File: config.mk
export PLATFORM = sky130hd
export DESIGN_NAME = sstf_disk_request_scheduler
export DESIGN_NICKNAME = d
export VERILOG_FILES = /design/src/rtl/core/sstf_pkg.sv /design/src/rtl/core/sstf_cell.sv /design/src/rtl/core/sstf_disk_request_scheduler.sv
export SDC_FILE = /design/constraint.sdc
export NUM_CORES = 2
export LEC_CHECK = 0
export BUFFER_PORTS_ARGS = -buffer_cell sky130_fd_sc_hd__buf_2
export CORE_ASPECT_RATIO = 0.75
export CORE_MARGIN = 2
export CORE_UTILIZATION = 50
export DETAILED_ROUTE_END_ITERATION = 10
export PLACE_DENSITY = 0.77
export SETUP_SLACK_MARGIN = 0.5
export SKIP_LAST_GASP = 1
export SLEW_MARGIN = 20
export SYNTH_ARGS = -nofsm -noshare
export SYNTH_HDL_FRONTEND = slang
export SYNTH_HIERARCHICAL = 1
export SYNTH_SLANG_ARGS = --single-unit
File: constraint.sdc
create_clock -name clk -period 6 [get_ports clk]
set_input_delay 0.9 -clock clk [delete_from_list [all_inputs] [get_ports clk]]
set_output_delay 0.9 -clock clk [all_outputs]
set_load 0.005 [all_outputs]
File: src/rtl/core/sstf_pkg.sv
`default_nettype none

package sstf_pkg;

    localparam int TRACK_BITS      = 16;
    localparam int REQ_BITS        = 4;
    localparam int CFG_BITS        = 5;
    localparam int CFG_IDX_BITS    = 1;
    localparam int QUEUE_DEPTH_DEF = 16;
    localparam int MAX_REQ_DEF     = 16;

    localparam logic [CFG_IDX_BITS-1:0] CFG_QUEUE_CAPACITY  = 1'd0;
    localparam logic [CFG_IDX_BITS-1:0] CFG_REQUESTER_COUNT = 1'd1;

    localparam logic ACT_REQUEST = 1'b0;
    localparam logic ACT_FINISH  = 1'b1;

    localparam logic [CFG_BITS-1:0] CAPACITY_RESET  = 5'd16;
    localparam logic [CFG_BITS-1:0] REQ_COUNT_RESET = 5'd16;

    typedef struct packed {
        logic                  action;
        logic [REQ_BITS-1:0]   requester_id;
        logic [TRACK_BITS-1:0] track;
    } req_item_t;

    typedef struct packed {
        logic [REQ_BITS-1:0]   served_requester;
        logic [TRACK_BITS-1:0] served_track;
    } svc_item_t;

    typedef struct packed {
        logic [REQ_BITS-1:0]   requester;
        logic [TRACK_BITS-1:0] track;
    } entry_t;

    typedef struct packed {
        logic valid;
        logic load;
        logic shift;
    } cell_ctrl_t;

endpackage

`default_nettype wire

File: src/rtl/core/sstf_cell.sv
`default_nettype none

module sstf_cell #(
    parameter int DEPTH = sstf_pkg::QUEUE_DEPTH_DEF,
    parameter int INDEX = 0
) (
    input  wire                                clk,
    input  sstf_pkg::cell_ctrl_t               ctrl,
    input  sstf_pkg::entry_t                   load_entry,
    input  sstf_pkg::entry_t                   next_entry,
    input  wire  [sstf_pkg::TRACK_BITS-1:0]    head_track,
    input  wire                                head_known,
    input  wire  [sstf_pkg::TRACK_BITS-1:0]    prev_dist,
    input  wire  [$clog2(DEPTH)-1:0]           prev_idx,
    input  sstf_pkg::entry_t                   prev_entry,
    output sstf_pkg::entry_t                   entry,
    output logic [sstf_pkg::TRACK_BITS-1:0]    best_dist,
    output logic [$clog2(DEPTH)-1:0]           best_idx,
    output sstf_pkg::entry_t                   best_entry
);

    localparam int IW = $clog2(DEPTH);
    localparam logic [IW-1:0] MY_IDX = IW'(INDEX);

    sstf_pkg::entry_t                entry_reg;
    sstf_pkg::entry_t                entry_next;
    logic [sstf_pkg::TRACK_BITS-1:0] own_dist;
    logic                            take_own;
    logic [sstf_pkg::TRACK_BITS-1:0] best_dist_reg;
    logic [IW-1:0]                   best_idx_reg;
    sstf_pkg::entry_t                best_entry_reg;

    always_comb
    begin
        own_dist = (entry_reg.track >= head_track) ? entry_reg.track - head_track
                                                   : head_track - entry_reg.track;
        // strict compare keeps the oldest on a tie
        take_own = (INDEX == 0) || (ctrl.valid && head_known && (own_dist < prev_dist));
        priority if (ctrl.load)
            entry_next = load_entry;
        else if (ctrl.shift)
            entry_next = next_entry;
        else
            entry_next = entry_reg;
    end

    always_ff @(posedge clk)
    begin
        entry_reg <= entry_next;
        if (take_own)
        begin
            best_dist_reg  <= own_dist;
            best_idx_reg   <= MY_IDX;
            best_entry_reg <= entry_reg;
        end
        else
        begin
            best_dist_reg  <= prev_dist;
            best_idx_reg   <= prev_idx;
            best_entry_reg <= prev_entry;
        end
    end

    assign entry      = entry_reg;
    assign best_dist  = best_dist_reg;
    assign best_idx   = best_idx_reg;
    assign best_entry = best_entry_reg;

endmodule

`default_nettype wire

File: src/rtl/core/sstf_disk_request_scheduler.sv
// A request that triggers a service yields its result after a check state (ST_CHECK), a sweep
// of the cell row (ST_SCAN) and an issue state (ST_EMIT) that waits while svc holds an unaccepted result.
// No new item is taken until the check, and any service it causes, is done; the
// nearest-track candidate moves one cell per cycle along the row.
// Reset: empty queue, head at track 0 and unknown, capacity 16, live requesters 16.
`default_nettype none

module sstf_disk_request_scheduler #(
    parameter int QUEUE_DEPTH    = sstf_pkg::QUEUE_DEPTH_DEF,
    parameter int MAX_REQUESTERS = sstf_pkg::MAX_REQ_DEF
) (
    input  wire                                  clk,
    input  wire                                  rst_n,
    input  wire                                  req_valid,
    output logic                                 req_ready,
    input  sstf_pkg::req_item_t                  req,
    output logic                                 svc_valid,
    input  wire                                  svc_ready,
    output sstf_pkg::svc_item_t                  svc,
    input  wire                                  cfg_we,
    input  wire  [sstf_pkg::CFG_IDX_BITS-1:0]    cfg_index,
    input  wire  [sstf_pkg::CFG_BITS-1:0]        cfg_data
);

    localparam int IW  = $clog2(QUEUE_DEPTH);
    localparam int CW  = $clog2(QUEUE_DEPTH + 1);
    localparam int LW  = $clog2(MAX_REQUESTERS + 1);
    localparam int M1  = (CW > sstf_pkg::CFG_BITS) ? CW : sstf_pkg::CFG_BITS;
    localparam int CMP = (M1 > LW) ? M1 : LW;
    localparam int TB  = sstf_pkg::TRACK_BITS;

    typedef enum logic [1:0] {ST_IDLE, ST_CHECK, ST_SCAN, ST_EMIT} state_t;

    state_t                       state_reg, state_next;
    logic [CW-1:0]                count_reg, count_next;
    logic [LW-1:0]                live_reg, live_next;
    logic [sstf_pkg::CFG_BITS-1:0] cap_reg, cap_next;
    logic [TB-1:0]                head_reg, head_next;
    logic                         known_reg, known_next;
    logic [IW-1:0]                scan_reg, scan_next;
    logic                         svc_valid_reg, svc_valid_next;
    sstf_pkg::svc_item_t          svc_reg, svc_next;

    logic [CMP-1:0] cap_w, live_w, count_w, need_w, cfg_w;
    logic           accept, room, do_insert, emit_fire, serve;

    sstf_pkg::cell_ctrl_t ctrl       [QUEUE_DEPTH];
    sstf_pkg::entry_t     cell_entry [QUEUE_DEPTH];
    logic [TB-1:0]        best_dist  [QUEUE_DEPTH];
    logic [IW-1:0]        best_idx   [QUEUE_DEPTH];
    sstf_pkg::entry_t     best_entry [QUEUE_DEPTH];
    sstf_pkg::entry_t     new_entry;
    logic [IW-1:0]        pick;

    assign new_entry.requester = req.requester_id;
    assign new_entry.track     = req.track;
    assign pick                = best_idx[QUEUE_DEPTH-1];

    always_comb
    begin
        cap_w   = CMP'(cap_reg);
        if (cap_w == '0)
            cap_w = CMP'(1);
        else if (cap_w > CMP'(QUEUE_DEPTH))
            cap_w = CMP'(QUEUE_DEPTH);
        live_w  = CMP'(live_reg);
        count_w = CMP'(count_reg);
        need_w  = (live_w < cap_w) ? live_w : cap_w;
        serve   = (live_w != '0) && (count_w != '0) && (count_w >= need_w);
        cfg_w   = CMP'(cfg_data);
        if (cfg_w > CMP'(MAX_REQUESTERS))
            cfg_w = CMP'(MAX_REQUESTERS);

        accept    = req_valid && (state_reg == ST_IDLE);
        room      = count_w < cap_w;
        do_insert = accept && (req.action == sstf_pkg::ACT_REQUEST) && room;
        emit_fire = (state_reg == ST_EMIT) && (!svc_valid_reg || svc_ready);

        state_next     = state_reg;
        count_next     = count_reg;
        live_next      = live_reg;
        cap_next       = cap_reg;
        head_next      = head_reg;
        known_next     = known_reg;
        scan_next      = scan_reg;
        svc_valid_next = svc_valid_reg && !svc_ready;
        svc_next       = svc_reg;

        if (cfg_we)
        begin
            if (cfg_index == sstf_pkg::CFG_QUEUE_CAPACITY)
                cap_next = cfg_data;
            else if (cfg_index == sstf_pkg::CFG_REQUESTER_COUNT)
                live_next = LW'(cfg_w);
        end

        unique case (state_reg)
            ST_IDLE:
            begin
                if (accept)
                begin
                    if (do_insert)
                        count_next = count_reg + CW'(1);
                    else if (req.action == sstf_pkg::ACT_FINISH && live_reg != '0)
                        live_next = live_reg - LW'(1);
                    state_next = ST_CHECK;
                end
            end
            ST_CHECK:
            begin
                scan_next  = '0;
                state_next = serve ? ST_SCAN : ST_IDLE;
            end
            ST_SCAN:
            begin
                scan_next = scan_reg + IW'(1);
                if (scan_reg == IW'(QUEUE_DEPTH - 1))
                    state_next = ST_EMIT;
            end
            ST_EMIT:
            begin
                if (emit_fire)
                begin
                    svc_valid_next               = 1'b1;
                    svc_next.served_requester    = best_entry[QUEUE_DEPTH-1].requester;
                    svc_next.served_track        = best_entry[QUEUE_DEPTH-1].track;
                    head_next                    = best_entry[QUEUE_DEPTH-1].track;
                    known_next                   = 1'b1;
                    count_next                   = count_reg - CW'(1);
                    state_next                   = ST_IDLE;
                end
            end
            default:
                state_next = ST_IDLE;
        endcase
    end

    always_ff @(posedge clk or negedge rst_n)
    begin
        if (!rst_n)
        begin
            state_reg     <= ST_IDLE;
            count_reg     <= '0;
            live_reg      <= (MAX_REQUESTERS < int'(sstf_pkg::REQ_COUNT_RESET))
                             ? LW'(MAX_REQUESTERS) : LW'(sstf_pkg::REQ_COUNT_RESET);
            cap_reg       <= sstf_pkg::CAPACITY_RESET;
            head_reg      <= '0;
            known_reg     <= 1'b0;
            scan_reg      <= '0;
            svc_valid_reg <= 1'b0;
            svc_reg       <= '0;
        end
        else
        begin
            state_reg     <= state_next;
            count_reg     <= count_next;
            live_reg      <= live_next;
            cap_reg       <= cap_next;
            head_reg      <= head_next;
            known_reg     <= known_next;
            scan_reg      <= scan_next;
            svc_valid_reg <= svc_valid_next;
            svc_reg       <= svc_next;
        end
    end

    assign req_ready = (state_reg == ST_IDLE);
    assign svc_valid = svc_valid_reg;
    assign svc       = svc_reg;

    genvar i;
    generate
        for (i = 0; i < QUEUE_DEPTH; i++)
        begin : g_cell
            assign ctrl[i].valid = (CW'(i) < count_reg);
            assign ctrl[i].load  = do_insert && (count_reg == CW'(i));
            assign ctrl[i].shift = emit_fire && (IW'(i) >= pick);

            if (i == 0)
            begin : g_first
                sstf_cell #(.DEPTH(QUEUE_DEPTH), .INDEX(i)) u_cell (
                    .clk        (clk),
                    .ctrl       (ctrl[i]),
                    .load_entry (new_entry),
                    .next_entry (cell_entry[i+1]),
                    .head_track (head_reg),
                    .head_known (known_reg),
                    .prev_dist  ('0),
                    .prev_idx   ('0),
                    .prev_entry ('0),
                    .entry      (cell_entry[i]),
                    .best_dist  (best_dist[i]),
                    .best_idx   (best_idx[i]),
                    .best_entry (best_entry[i])
                );
            end
            else if (i == QUEUE_DEPTH - 1)
            begin : g_last
                sstf_cell #(.DEPTH(QUEUE_DEPTH), .INDEX(i)) u_cell (
                    .clk        (clk),
                    .ctrl       (ctrl[i]),
                    .load_entry (new_entry),
                    .next_entry (cell_entry[i]),
                    .head_track (head_reg),
                    .head_known (known_reg),
                    .prev_dist  (best_dist[i-1]),
                    .prev_idx   (best_idx[i-1]),
                    .prev_entry (best_entry[i-1]),
                    .entry      (cell_entry[i]),
                    .best_dist  (best_dist[i]),
                    .best_idx   (best_idx[i]),
                    .best_entry (best_entry[i])
                );
            end
            else
            begin : g_mid
                sstf_cell #(.DEPTH(QUEUE_DEPTH), .INDEX(i)) u_cell (
                    .clk        (clk),
                    .ctrl       (ctrl[i]),
                    .load_entry (new_entry),
                    .next_entry (cell_entry[i+1]),
                    .head_track (head_reg),
                    .head_known (known_reg),
                    .prev_dist  (best_dist[i-1]),
                    .prev_idx   (best_idx[i-1]),
                    .prev_entry (best_entry[i-1]),
                    .entry      (cell_entry[i]),
                    .best_dist  (best_dist[i]),
                    .best_idx   (best_idx[i]),
                    .best_entry (best_entry[i])
                );
            end
        end
    endgenerate

endmodule

`default_nettype wire

==> flow_summary.ini <==
[critical_path]
cp_max_fo = 62
critical_path_class = flip-flop to flip-flop
cp-end-kind = flip-flop
critPathSlowestCell = a21o_1
startpoint_type = flip-flop
crit_buf_inv = 4
crit_required_ps = 6600
path_delay_family = compound AO/OA/AOI/OAI gates
critPathArrivalTime_ps = 6120
slowest_delay_ps = 650
cp_cell_sequence = buf_4 > buf_4 > inv_1 > fa_1 > a21oi_1 > o21ai_1 > a22oi_2 > a21o_1 > mux2i_1 > xnor2_1 > ha_1 > a211oi_1 > o21bai_1 > a211oi_1 > o31ai_4 > buf_12 > a221o_1

[drt]
drt-pass1-iter-count = 8
antenna_left = 0
wl_mm = 213
viasPerCell = 6.08
wl_per_cell_um = 24.5
wl_met2_mm = 83.8
dr.first_iter.drc_count = 7319
wl_met1_mm = 95.0
num_vias = 52900
drc = 0
top_layer = met5
dr_wl_met3_mm = 28.4

[placed_design]
gp_congestion = 0.996
dp_cells = 8487
port_buffers = 53
dpl.hpwl_mm = 158

[finish]
fin_nets = 7679
fillCellCount = 11300
final_cells = 8712
synthToLayoutAreaGrowth_pct = 8.69
drive_gt1_share_pct = 19.0

[hold_path]
hp-class = input pin to asynchronous set/reset pin

[floorplan]
die_w_um = 424
ios = 54
start_util_pct = 50.5
coreArea_um2 = 131000
dieArea_um2 = 135000
rows = 115
die_y_um = 319

[pwr]
sw_frac_of_total_pct = 45.3
leakage_nw = 32.8
p_seq_share_pct = 26.0
power_mw = 44.5
combPwrFrac_pct = 59.6
intPower_mw = 24.3
peakVddDrop_mv = 0.390
power_switching_mw = 20.2
powerDensity_nw_per_um2 = 618
clockPowerShare_pct = 14.4

[global_route]
grt_max_degree = 63
grt_overflow = 0
grtUsageTotal_pct = 30.2
grt_pass1_vias = 49200
antenna_found_initial = 10
grt_pass1_wl_mm = 313

[flow_run]
maxCapViolations = 0

[logic_synthesis]
netlist_area_um2 = 66200
synth_warnings = 6
synthCells = 6910
syn_area_per_cell_um2 = 9.58

[clock_tree]
clk_latency_ps = 740
root_buffer = clkbuf_16
clock_path_buffers = 3
ctsHoldBuffers = 0
clkSinkCount = 983
cts_buffers = 96
htreeDepth = 3
cts_tree = built
clkTransAtPathRegs_ps = 70

[timing]
period_share_pct = 91.9
period_needed_ps = 5510
whs_ps = 302
rsz0062_at_grt = true
finalHoldViolations = 0
setup_tns_ps = 0
timing.fmax_mhz = 181
setup_viol = 0
tightest_slew_ps = 1120
maxSlewHeadroom_pct = 25.5
drv_slew = 0
finalClockSkew_ps = 39.8

[run_status]
status = finished clean
[worst paths after layout]
check	depth (start not counted)	end	startpoint	slack, ps
worst max register to register	17	g_cell[8].g_mid.u_cell/best_dist[14]	svc[1]	490
worst max-delay path	17	g_cell[8].g_mid.u_cell/best_dist[14]	svc[1]	490
worst min-delay path	2	live_reg[0]	rst_n	300
max in group asynchronous	2	svc[12]	rst_n	5070
worst min register to register	0	g_cell[0].g_first.u_cell/best_entry[19]	g_cell[0].g_first.u_cell/entry[19]	330
min in group clk	0	g_cell[0].g_first.u_cell/best_entry[19]	g_cell[0].g_first.u_cell/entry[19]	330
[worst reg2reg max path, delay by kind of cell, from the launching register on]
family / cells / cell delay, ps
buf+inv: 4 / 700
compound gates: 9 / 2840
flops: 1 / 600
fa+ha+maj: 2 / 770
mux: 1 / 290
xor+xnor: 1 / 190
[power groups by stage]
stage	clock network [mW]	logic (mW)	registers (mW)
3_3_place_gp	0	24.5	11.6
4_1_cts	6.44	25.4	11.5
5_1_grt	6.70	28.8	11.7
2_1_floorplan	0	18.4	10.6
6_report	6.40	26.5	11.6
3_5_place_dp	0	25.1	11.6
[through the flow]
step / area [µm²] / util [%] / setup slack, ps
global route: 72000 / 54.8 / 365
floorplan: 66200 / - / 992
global placement: 68000 / 51.8 / 220
detailed placement: 68000 / 51.8 / 99.7
finish: 72000 / 54.8 / 488
CTS: 71400 / 54.4 / 538
[placed cells by master (no fill, tap or decap), types with 27 or more instances in the layout]
| cell | instances |
|---|---|
| and3_1 | 27 |
| ha_1 | 734 |
| nor3_1 | 73 |
| nor2_1 | 204 |
| a31oi_1 | 45 |
| xnor2_1 | 106 |
| o211ai_1 | 40 |
| o21bai_1 | 29 |
| nand3_1 | 96 |
| nor2b_1 | 74 |
| inv_1 | 879 |
| nand2_1 | 476 |
| o21ai_0 | 349 |
| o21a_1 | 33 |
| edfxtp_1 | 320 |
| dfxtp_1 | 620 |
| buf_2 | 54 |
| a21o_1 | 178 |
| fa_1 | 32 |
| mux2i_1 | 135 |
| buf_4 | 118 |
| mux2_2 | 727 |
| xor2_1 | 116 |
| clkbuf_16 | 100 |
| or2_2 | 57 |
| nand4_1 | 75 |
| a21oi_1 | 525 |
| a211oi_1 | 84 |
[cell type report]
class,instances,area [µm²],area share (%)
Clock inverter,49,566,0.786
Sequential cell,983,23100,32.2
Tap cell,1755,2200,3.05
Antenna cell,3,7.51,0.0104
Inverter,880,3300,4.59
Timing Repair Buffer,199,1700,2.36
Clock buffer,133,2730,3.79
Multi-Input combinational cell,4710,38300,53.2
[metal layers]
layer	vias to the layer above	GRT usage, %
li1	24100	-
met1	25300	45.9
met2	3189	41.4
met3	348	8.23
met4	4	7.89
met5	-	0
[what timing repair did]
action                     CTS  global route
resized for setup           11            52
setup buffers                2            35
setup endpoints to repair   61           382
pin swaps                    2            12
cloned                       1             2
(Power assumes the default switching activity.)
